<file path="src/hdl/dash_indicator_byte_generator_macros.svh">
// Assertion macros for the dash indicator byte generator.
// Needs a clock named clk and an active-low reset named rst_n in the including scope.
`ifndef DASH_INDICATOR_BYTE_GENERATOR_MACROS_SVH
`define DASH_INDICATOR_BYTE_GENERATOR_MACROS_SVH

// Check that the consequent holds in the same cycle as the antecedent.
`define DIBG_ASSERT_SAME(label, ante, cons) \
  label: assert property (@(posedge clk) disable iff (!rst_n) (ante) |-> (cons)) \
    else $error("dash indicator assertion failed");

// Check that the consequent holds in the cycle after the antecedent.
`define DIBG_ASSERT_NEXT(label, ante, cons) \
  label: assert property (@(posedge clk) disable iff (!rst_n) (ante) |=> (cons)) \
    else $error("dash indicator assertion failed");

`endif

</file>
<file path="src/hdl/dibg_pkg.sv">
// Shared types, constants and the code table of the dash indicator byte generator.
// No dependencies.
package dibg_pkg;

  localparam int ShiftStagesDefault = 3;
  localparam int FlashSlicesDefault = 8;
  localparam int DivWidth           = 16;

  localparam logic [7:0] LampOnTime  = 8'd10;
  localparam logic [7:0] LampOffTime = 8'd50;
  localparam logic [7:0] PatStabOff  = 8'hE0;
  localparam logic [7:0] PatStabOn   = 8'h18;

  typedef enum logic [7:0] {
    REG_LAMP_TEST_TIME      = 8'd0,
    REG_MODE_FLASH_DURATION = 8'd1,
    REG_MODE_FLASH_SLICE    = 8'd2,
    REG_BLANK_MASK          = 8'd3,
    REG_SHIFT_THRESHOLDS    = 8'd4,
    REG_STAGE_ONE_PATTERNS  = 8'd5,
    REG_STAGE_TWO_PATTERNS  = 8'd6,
    REG_STAGE_THREE_PATTERNS = 8'd7
  } reg_index_t;

  typedef struct packed {
    logic        tick_10hz;
    logic [15:0] engine_speed;
    logic        stability_off;
    logic [15:0] ignition_age;
    logic [15:0] mode_flash_timer;
    logic [2:0]  new_mode;
    logic [2:0]  gear_index;
    logic        intervention_active;
  } in_payload_t;

  typedef struct packed {
    logic [7:0] dash_byte_zero;
    logic [7:0] dash_byte_one;
  } out_payload_t;

  // Status handed from the serial divider to the top level.
  typedef struct packed {
    logic done;
    logic q_odd;
  } div_result_t;

  function automatic logic [7:0] code_byte(input logic [2:0] idx);
    logic [7:0] code;
    case (idx)
      3'd0:    code = 8'h00;
      3'd1:    code = 8'h20;
      3'd2:    code = 8'h40;
      3'd3:    code = 8'h60;
      3'd4:    code = 8'h80;
      3'd5:    code = 8'hA0;
      3'd6:    code = 8'hC0;
      default: code = 8'hFF;
    endcase
    return code;
  endfunction

endpackage

</file>
<file path="src/hdl/dash_indicator_byte_generator.sv">
// Top level of the dash indicator byte generator: registers, lamp logic, output stage.
// Depends on dibg_pkg, dibg_div and dash_indicator_byte_generator_macros.svh.
//
// One request in gives one result of two dash bytes. A new request is taken only once
// the previous result has been loaded into the output register; that wait covers the
// 16-step radix-2 divider that works out the parity of the mode flash phase, one
// quotient bit per cycle. Slice counter, lamp timer and byte zero are settled in the
// accept cycle. A finished result holds in the output register until taken, and the
// block holds the next result until then.
`include "dash_indicator_byte_generator_macros.svh"

module dash_indicator_byte_generator #(
  parameter int SHIFT_STAGES = dibg_pkg::ShiftStagesDefault,
  parameter int FLASH_SLICES = dibg_pkg::FlashSlicesDefault
) (
  input  logic                   clk,
  input  logic                   rst_n,
  input  logic                   in_valid,
  output logic                   in_ready,
  input  dibg_pkg::in_payload_t  in_data,
  output logic                   out_valid,
  input  logic                   out_ready,
  output dibg_pkg::out_payload_t out_data,
  input  logic                   cfg_valid,
  output logic                   cfg_ready,
  input  logic [7:0]             cfg_index,
  input  logic [63:0]            cfg_data
);

  localparam logic [2:0] LastSlice = 3'(FLASH_SLICES - 1);

  typedef enum logic [2:0] {
    ST_IDLE = 3'b001,
    ST_DIV  = 3'b010,
    ST_DONE = 3'b100
  } state_t;

  state_t state_r, state_nxt;

  logic [15:0] lamp_test_time_r;
  logic [15:0] mode_flash_duration_r;
  logic [15:0] mode_flash_slice_r;
  logic [7:0]  blank_mask_r;
  logic [47:0] shift_thresholds_r;
  logic [63:0] stage_one_r;
  logic [63:0] stage_two_r;
  logic [63:0] stage_three_r;

  logic [2:0]  flash_slice_r, flash_slice_nxt;
  logic [7:0]  lamp_timer_r, lamp_timer_nxt;
  logic        prev_off_r;

  logic [7:0]  byte_zero_r, byte_zero_nxt;
  logic [7:0]  gear_byte_r, gear_byte_nxt;
  logic [7:0]  mode_byte_r;
  logic        mode_active_r;

  logic        out_valid_r;
  dibg_pkg::out_payload_t out_data_r;

  logic        in_acc;
  logic        out_load;
  logic [1:0]  stage_sel;
  logic        stage_run;
  logic [63:0] stage_pats;
  logic [15:0] div_dividend;
  logic [2:0]  mode_idx;
  dibg_pkg::div_result_t div_res;

  assign in_ready  = state_r == ST_IDLE;
  assign in_acc    = in_valid && in_ready;
  assign cfg_ready = 1'b1;
  assign out_load  = (state_r == ST_DONE) && (!out_valid_r || out_ready);

  // Configuration registers; indexes past the list are dropped.
  always_ff @(posedge clk) begin
    if (!rst_n) begin
      lamp_test_time_r      <= 16'd10;
      mode_flash_duration_r <= 16'd0;
      mode_flash_slice_r    <= 16'd1;
      blank_mask_r          <= 8'd0;
      shift_thresholds_r    <= '1;
      stage_one_r           <= '0;
      stage_two_r           <= '0;
      stage_three_r         <= '0;
    end else if (cfg_valid) begin
      unique case (cfg_index)
        dibg_pkg::REG_LAMP_TEST_TIME:       lamp_test_time_r      <= cfg_data[15:0];
        dibg_pkg::REG_MODE_FLASH_DURATION:  mode_flash_duration_r <= cfg_data[15:0];
        dibg_pkg::REG_MODE_FLASH_SLICE:     mode_flash_slice_r    <= cfg_data[15:0];
        dibg_pkg::REG_BLANK_MASK:           blank_mask_r          <= cfg_data[7:0];
        dibg_pkg::REG_SHIFT_THRESHOLDS:     shift_thresholds_r    <= cfg_data[47:0];
        dibg_pkg::REG_STAGE_ONE_PATTERNS:   stage_one_r           <= cfg_data;
        dibg_pkg::REG_STAGE_TWO_PATTERNS:   stage_two_r           <= cfg_data;
        dibg_pkg::REG_STAGE_THREE_PATTERNS: stage_three_r         <= cfg_data;
        default: ;
      endcase
    end
  end

  // Slice counter first, then the lamp timer, both from the incoming request.
  always_comb begin
    flash_slice_nxt = flash_slice_r;
    if (in_data.tick_10hz) begin
      flash_slice_nxt = (flash_slice_r == LastSlice) ? 3'd0 : flash_slice_r + 3'd1;
    end
    if (in_data.ignition_age < lamp_test_time_r) begin
      lamp_timer_nxt = 8'd1;
    end else if (prev_off_r && !in_data.stability_off) begin
      lamp_timer_nxt = dibg_pkg::LampOnTime;
    end else if (!prev_off_r && in_data.stability_off) begin
      lamp_timer_nxt = dibg_pkg::LampOffTime;
    end else if (in_data.tick_10hz && lamp_timer_r != 8'd0) begin
      lamp_timer_nxt = lamp_timer_r - 8'd1;
    end else begin
      lamp_timer_nxt = lamp_timer_r;
    end
  end

  // Highest stage reached: scan stops at the first threshold above the rpm.
  always_comb begin
    stage_sel = 2'd0;
    stage_run = 1'b1;
    for (int k = 0; k < SHIFT_STAGES; k++) begin
      if (stage_run && in_data.engine_speed >= shift_thresholds_r[16*k +: 16]) begin
        stage_sel = 2'(k + 1);
      end else begin
        stage_run = 1'b0;
      end
    end
  end

  always_comb begin
    case (stage_sel)
      2'd1:    stage_pats = stage_one_r;
      2'd2:    stage_pats = stage_two_r;
      2'd3:    stage_pats = stage_three_r;
      default: stage_pats = '0;
    endcase
    if (lamp_timer_nxt != 8'd0) begin
      byte_zero_nxt = in_data.stability_off ? dibg_pkg::PatStabOff : dibg_pkg::PatStabOn;
    end else begin
      byte_zero_nxt = stage_pats[8*flash_slice_nxt +: 8];
    end
    gear_byte_nxt = dibg_pkg::code_byte(in_data.gear_index);
    if (in_data.intervention_active && blank_mask_r[flash_slice_nxt]) begin
      gear_byte_nxt = 8'h00;
    end
  end

  assign div_dividend = (mode_flash_duration_r > in_data.mode_flash_timer)
                      ? mode_flash_duration_r - in_data.mode_flash_timer : 16'd0;
  assign mode_idx     = (in_data.new_mode == 3'd7) ? 3'd7 : in_data.new_mode + 3'd1;

  dibg_div u_div (
    .clk      (clk),
    .rst_n    (rst_n),
    .start    (in_acc),
    .dividend (div_dividend),
    .divisor  (mode_flash_slice_r),
    .result   (div_res)
  );

  always_comb begin
    state_nxt = state_r;
    unique case (state_r)
      ST_IDLE: if (in_acc)       state_nxt = ST_DIV;
      ST_DIV:  if (div_res.done) state_nxt = ST_DONE;
      ST_DONE: if (out_load)     state_nxt = ST_IDLE;
      default:                   state_nxt = ST_IDLE;
    endcase
  end

  always_ff @(posedge clk) begin
    if (!rst_n) begin
      state_r       <= ST_IDLE;
      flash_slice_r <= 3'd0;
      lamp_timer_r  <= 8'd0;
      prev_off_r    <= 1'b0;
      out_valid_r   <= 1'b0;
    end else begin
      state_r <= state_nxt;
      if (in_acc) begin
        flash_slice_r <= flash_slice_nxt;
        lamp_timer_r  <= lamp_timer_nxt;
        prev_off_r    <= in_data.stability_off;
      end
      if (out_load) begin
        out_valid_r <= 1'b1;
      end else if (out_ready) begin
        out_valid_r <= 1'b0;
      end
    end
  end

  always_ff @(posedge clk) begin
    if (in_acc) begin
      byte_zero_r   <= byte_zero_nxt;
      gear_byte_r   <= gear_byte_nxt;
      mode_byte_r   <= dibg_pkg::code_byte(mode_idx);
      mode_active_r <= in_data.mode_flash_timer != 16'd0;
    end
    if (out_load) begin
      out_data_r.dash_byte_zero <= byte_zero_r;
      if (mode_active_r) begin
        out_data_r.dash_byte_one <= div_res.q_odd ? mode_byte_r : dibg_pkg::code_byte(3'd0);
      end else begin
        out_data_r.dash_byte_one <= gear_byte_r;
      end
    end
  end

  assign out_valid = out_valid_r;
  assign out_data  = out_data_r;

  `DIBG_ASSERT_NEXT(a_accept_starts_div, in_acc, state_r == ST_DIV)
  `DIBG_ASSERT_SAME(a_div_done_in_div, div_res.done, state_r == ST_DIV)
  `DIBG_ASSERT_SAME(a_lamp_timer_bound, 1'b1, lamp_timer_r <= dibg_pkg::LampOffTime)
  `DIBG_ASSERT_SAME(a_slice_bound, 1'b1, flash_slice_r <= LastSlice)

endmodule

</file>
<file path="src/hdl/dibg_div.sv">
// Radix-2 restoring divider, one quotient bit per cycle; reports quotient parity.
// Depends on dibg_pkg.
module dibg_div (
  input  logic                           clk,
  input  logic                           rst_n,
  input  logic                           start,
  input  logic [dibg_pkg::DivWidth-1:0]  dividend,
  input  logic [dibg_pkg::DivWidth-1:0]  divisor,
  output dibg_pkg::div_result_t          result
);

  localparam int W  = dibg_pkg::DivWidth;
  localparam int CW = $clog2(W);
  localparam logic [CW-1:0] LastStep = CW'(W - 1);

  logic          busy_r, busy_nxt;
  logic          done_r, done_nxt;
  logic          q_odd_r, q_odd_nxt;
  logic [CW-1:0] cnt_r, cnt_nxt;
  logic [W-1:0]  rem_r, rem_nxt;
  logic [W-1:0]  dvd_r, dvd_nxt;
  logic [W-1:0]  dvs_r, dvs_nxt;
  logic [W:0]    trial;
  logic [W:0]    diff;
  logic          ge;

  // A zero divisor passes every trial, so the quotient comes out all ones.
  assign trial = {rem_r, dvd_r[W-1]};
  assign ge    = trial >= {1'b0, dvs_r};
  assign diff  = trial - {1'b0, dvs_r};

  always_comb begin
    busy_nxt  = busy_r;
    done_nxt  = 1'b0;
    q_odd_nxt = q_odd_r;
    cnt_nxt   = cnt_r;
    rem_nxt   = rem_r;
    dvd_nxt   = dvd_r;
    dvs_nxt   = dvs_r;
    if (start) begin
      busy_nxt = 1'b1;
      cnt_nxt  = '0;
      rem_nxt  = '0;
      dvd_nxt  = dividend;
      dvs_nxt  = divisor;
    end else if (busy_r) begin
      rem_nxt = ge ? diff[W-1:0] : trial[W-1:0];
      dvd_nxt = {dvd_r[W-2:0], ge};
      cnt_nxt = cnt_r + CW'(1);
      if (cnt_r == LastStep) begin
        busy_nxt  = 1'b0;
        done_nxt  = 1'b1;
        q_odd_nxt = ge;
      end
    end
  end

  always_ff @(posedge clk) begin
    if (!rst_n) begin
      busy_r <= 1'b0;
      done_r <= 1'b0;
      cnt_r  <= '0;
    end else begin
      busy_r <= busy_nxt;
      done_r <= done_nxt;
      cnt_r  <= cnt_nxt;
    end
  end

  always_ff @(posedge clk) begin
    q_odd_r <= q_odd_nxt;
    rem_r   <= rem_nxt;
    dvd_r   <= dvd_nxt;
    dvs_r   <= dvs_nxt;
  end

  assign result.done  = done_r;
  assign result.q_odd = q_odd_r;

endmodule
</file>
<file path="config.mk">
export PLATFORM = sky130hd
export DESIGN_NAME = dash_indicator_byte_generator
export DESIGN_NICKNAME = d
export VERILOG_FILES = /design/src/hdl/dibg_pkg.sv /design/src/hdl/dash_indicator_byte_generator.sv /design/src/hdl/dibg_div.sv
export VERILOG_INCLUDE_DIRS = /design/src /design/src/hdl
export SDC_FILE = /design/constraint.sdc
export NUM_CORES = 1
export LEC_CHECK = 0
export BUFFER_PORTS_ARGS = -buffer_cell sky130_fd_sc_hd__buf_2
export CAP_MARGIN = 30
export CORE_ASPECT_RATIO = 0.9
export CORE_MARGIN = 2
export CORE_UTILIZATION = 50
export DETAILED_ROUTE_END_ITERATION = 6
export GPL_ROUTABILITY_DRIVEN = 0
export MAX_ROUTING_LAYER = met4
export PLACE_DENSITY = 0.68
export SLEW_MARGIN = 20
export SYNTH_ARGS = -nofsm -noshare
export SYNTH_HDL_FRONTEND = slang
export SYNTH_SLANG_ARGS = --single-unit
</file>
<file path="constraint.sdc">
create_clock -name clk -period 7.3 [get_ports clk]
set_input_delay 0.73 -clock clk [delete_from_list [all_inputs] [get_ports clk]]
set_output_delay 0.73 -clock clk [all_outputs]
set_load 0.02 [all_outputs]
</file>
==> metrics <==
count of distinct cell types in the synthesized netlist=69; crit path kind=flip-flop to flip-flop; GRT Residual Overflow=0; number of synthesized flops with an enable pin=62; category of the worst setup path launch point=flip-flop; pwr/cell area=236 mW/mm^2; final HPWL from detailed placement=36.1 mm; clock insertion delay at the later pin of the skew report=0.55 ns; total nets after synthesis=2513; maximum root-to-sink buffer count=3; Leakage Power=8.55 nW; via count of the first global-routing pass=15600; CTS tree=done; period utilization=56.5%; die area=0.0407 sq mm; Final Util=57.3%; Routed WL=55.3 mm; most instantiated flip-flop cell in the synthesis netlist=sky130_fd_sc_hd__dfxtp_1; antenna-violating nets left=0; kind of capture point of the worst setup path=flip-flop; number of buffers inserted during clock tree synthesis=43; core footprint=0.0385 sq mm; beginning of the worst register-to-register path=shift_thresholds_r[12]$_SDFFE_PN1P_; Synth top area share=34.2%; Largest stage delay, worst path=0.84 ns; synthesized instance count=2276; CTS HTree Levels=2; data required time of the critical path=7.67 ns; number of core rows=68; endpoint of the worst-slack reg-to-reg timing path=byte_zero_r[7]$_DFFE_PP_; clock period minus final worst setup slack=4.12 ns; share of layout cells above drive strength 1=11.4%; FF-to-FF path depth=12; die extent in x=212 microns; boundary pin count=153; number of antenna violations at the first check in global routing=2; hold path depth=0; arrival time reported for the critical path endpoint=4.49 ns; post-CTS setup buffer count=0; Nets=2583; number of detailed-routing iterations run before antenna repair=5; wire length per cell after detailed routing=19.0 microns; worst hold path startpoint=mode_flash_slice_r[8]$_SDFFE_PN0P_; Setup-failing EPs final=0; DRC violation total after the first TritonRoute iteration=1358; maximum frequency from static timing analysis=243 MHz; pin count of the biggest net entering global routing=114; Yosys reg bits=396; fill cell count=3458; summed negative setup slack over all endpoints=0 ns; final count of hold timing violations=0; result of the run=finished clean; starting density of the core=50.8%; TritonCTS Sinks=396; YS warnings=0; gr usage total=27.6%; post-synthesis to final-layout area growth=12.8%; sequential element share of the synthesized area=43.7%; type of the most critical hold path=flip-flop to flip-flop; max-cap violations=0; mean number of vias per cell=5.75; top cell types by occurrence after synthesis=599 x sky130_fd_sc_hd__nand2_1, 334 x sky130_fd_sc_hd__dfxtp_1, 225 x sky130_fd_sc_hd__a21boi_0; Syn Std Cell Area=0.0195 sq mm; setup repair after global routing missed its margin=false; number of pins with negative max-slew slack in the final report=0; Root Buffer=sky130_fd_sc_hd__clkbuf_16; top cell type by total area after synthesis=sky130_fd_sc_hd__dfxtp_1; fraction of registers with async set or reset after synthesis=0%; R2R Setup Slk=3.18 ns; worst setup skew after layout=0.0101 ns; slew at the pin closest to its max-slew limit=0.937 ns; Max Fanout on Critical Path=50; die height=192 microns; number of hold buffers added after cts=0; Area contributors post-synth=sky130_fd_sc_hd__dfxtp_1 34%, sky130_fd_sc_hd__nand2_1 12%, sky130_fd_sc_hd__edfxtp_1 9.5%, sky130_fd_sc_hd__a21boi_0 8.6%, sky130_fd_sc_hd__ha_1 6.5%; Post-CTS Resized=0; global-route wire length before repair=85.5 mm; quantity of I/O buffers inserted on ports=151; chain of cells forming the critical path=inv_1, ha_1, nand4_1, nor3_1, nor4b_2, nor4_4, nor4b_4, buf_4, a221oi_1, a221oi_1, nor3_1, o31ai_1; CP max stage cell=sky130_fd_sc_hd__a221oi_1; DRC Markers=0; DR vias=16700; most instantiated library cell after synthesis=sky130_fd_sc_hd__nand2_1; clock slew at reported path FFs=0.06 ns; average cell area after synthesis=8.59 sq um; headroom to the max-slew limit=37.5%; worst hold path endpoint=u_div.dvs_r[8]$_DFFE_PP_; peak supply drop=0.169 mV; Hold Worst Slack=0.430 ns
[worst max-delay path by stage]
stage / cells past startpoint / slack (ns) / start / endpoint
2_1_floorplan: 14 / 3.81 / in_data[40] / byte_zero_r[5]$_DFFE_PP_
3_3_place_gp: 12 / 2.57 / in_data[53] / byte_zero_r[1]$_SDFFCE_PP0P_
3_5_place_dp: 14 / 2.85 / in_data[40] / byte_zero_r[3]$_DFFE_PP_
4_1_cts: 12 / 3.32 / shift_thresholds_r[12]$_SDFFE_PN1P_ / byte_zero_r[7]$_DFFE_PP_
5_1_grt: 12 / 2.98 / shift_thresholds_r[12]$_SDFFE_PN1P_ / byte_zero_r[7]$_DFFE_PP_
6_report: 12 / 3.18 / shift_thresholds_r[12]$_SDFFE_PN1P_ / byte_zero_r[7]$_DFFE_PP_
[where the power goes]
| part | switching, mW | internal [mW] | total, mW |
|---|---|---|---|
| clock network | 0.897 | 1.26 | 2.16 |
| logic | 0.430 | 0.296 | 0.725 |
| registers | 0.0360 | 2.28 | 2.32 |
| total | 1.36 | 3.84 | 5.20 |
[routing by layer]
layer,vias up,wire length (microns),global-route usage (%)
li1,8037,-,-
met1,7997,25400,37.4
met2,579,24000,40.8
met3,113,4060,5.29
met4,0,1770,10.1
met5,-,0,-
[registers in the layout, indices dropped and copies added (netlist names), 48 cells and up]
| signal | flops |
|---|---|
| stage_three_r | 64 |
| stage_two_r | 64 |
| shift_thresholds_r | 48 |
| stage_one_r | 64 |
[cell type report]
class | instances | area [sq um] | area share, %
sequential | 396 | 8550 | 38.8
clock inverter | 18 | 143 | 0.647
clock buffer | 60 | 1240 | 5.64
inverter | 120 | 450 | 2.04
antenna | 3 | 7.51 | 0.0340
multi-input combinational | 1609 | 10000 | 45.3
tap | 525 | 657 | 2.98
timing repair buffer | 176 | 1010 | 4.56
[cells in the final DEF (no fill, tap or decap), types with 14 or more instances in the layout]
| master | count |
|---|---|
| sky130_fd_sc_hd__a21boi_0 | 225 |
| sky130_fd_sc_hd__a21o_1 | 17 |
| sky130_fd_sc_hd__a21oi_1 | 78 |
| sky130_fd_sc_hd__a221o_1 | 45 |
| sky130_fd_sc_hd__a221oi_1 | 31 |
| sky130_fd_sc_hd__buf_2 | 150 |
| sky130_fd_sc_hd__buf_4 | 20 |
| sky130_fd_sc_hd__clkbuf_16 | 46 |
| sky130_fd_sc_hd__clkinv_2 | 14 |
| sky130_fd_sc_hd__dfxtp_1 | 334 |
| sky130_fd_sc_hd__edfxtp_1 | 62 |
| sky130_fd_sc_hd__ha_1 | 101 |
| sky130_fd_sc_hd__inv_1 | 120 |
| sky130_fd_sc_hd__mux2i_1 | 38 |
| sky130_fd_sc_hd__nand2_1 | 599 |
| sky130_fd_sc_hd__nand3_1 | 26 |
| sky130_fd_sc_hd__nand4_1 | 16 |
| sky130_fd_sc_hd__nor2_1 | 46 |
| sky130_fd_sc_hd__nor2b_1 | 33 |
| sky130_fd_sc_hd__nor3_1 | 39 |
| sky130_fd_sc_hd__o211ai_1 | 48 |
| sky130_fd_sc_hd__o21ai_0 | 71 |
| sky130_fd_sc_hd__o22ai_1 | 16 |
| sky130_fd_sc_hd__xnor2_1 | 19 |
[worst max-delay path, delay by kind of cell, from the launching register on]
kind                       cells  cell delay (ns)
and+or+nand+nor                6             1.31
AOI/OAI and AO/OA              3             1.30
buffers and inverters          2             0.69
DFF                            1             0.31
adders and majority gates      1             0.30
[cells by family after synthesis]
kind of cell	after synthesis	synth area share, %
mux	44	2.28
compound gates	592	21.8
simple gates	837	18.5
fa+ha+maj	106	6.82
buf+inv	271	5.51
flops	396	43.7
xor+xnor	29	1.30
other cells	1	0.0192
[through the flow]
step | power, mW | std cells | worst slack (ns) | instance area, sq um
2_1_floorplan | 2.84 | 2276 | 3.81 | 19500
3_3_place_gp | 3.05 | 2820 | 2.57 | 20600
5_1_grt | 5.39 | 2906 | 2.98 | 22100
6_report | 5.20 | 2907 | 3.18 | 22100
3_5_place_dp | 3.08 | 2824 | 2.85 | 20600
4_1_cts | 5.22 | 2902 | 3.32 | 22000
Power figures use the tool's default switching activity.
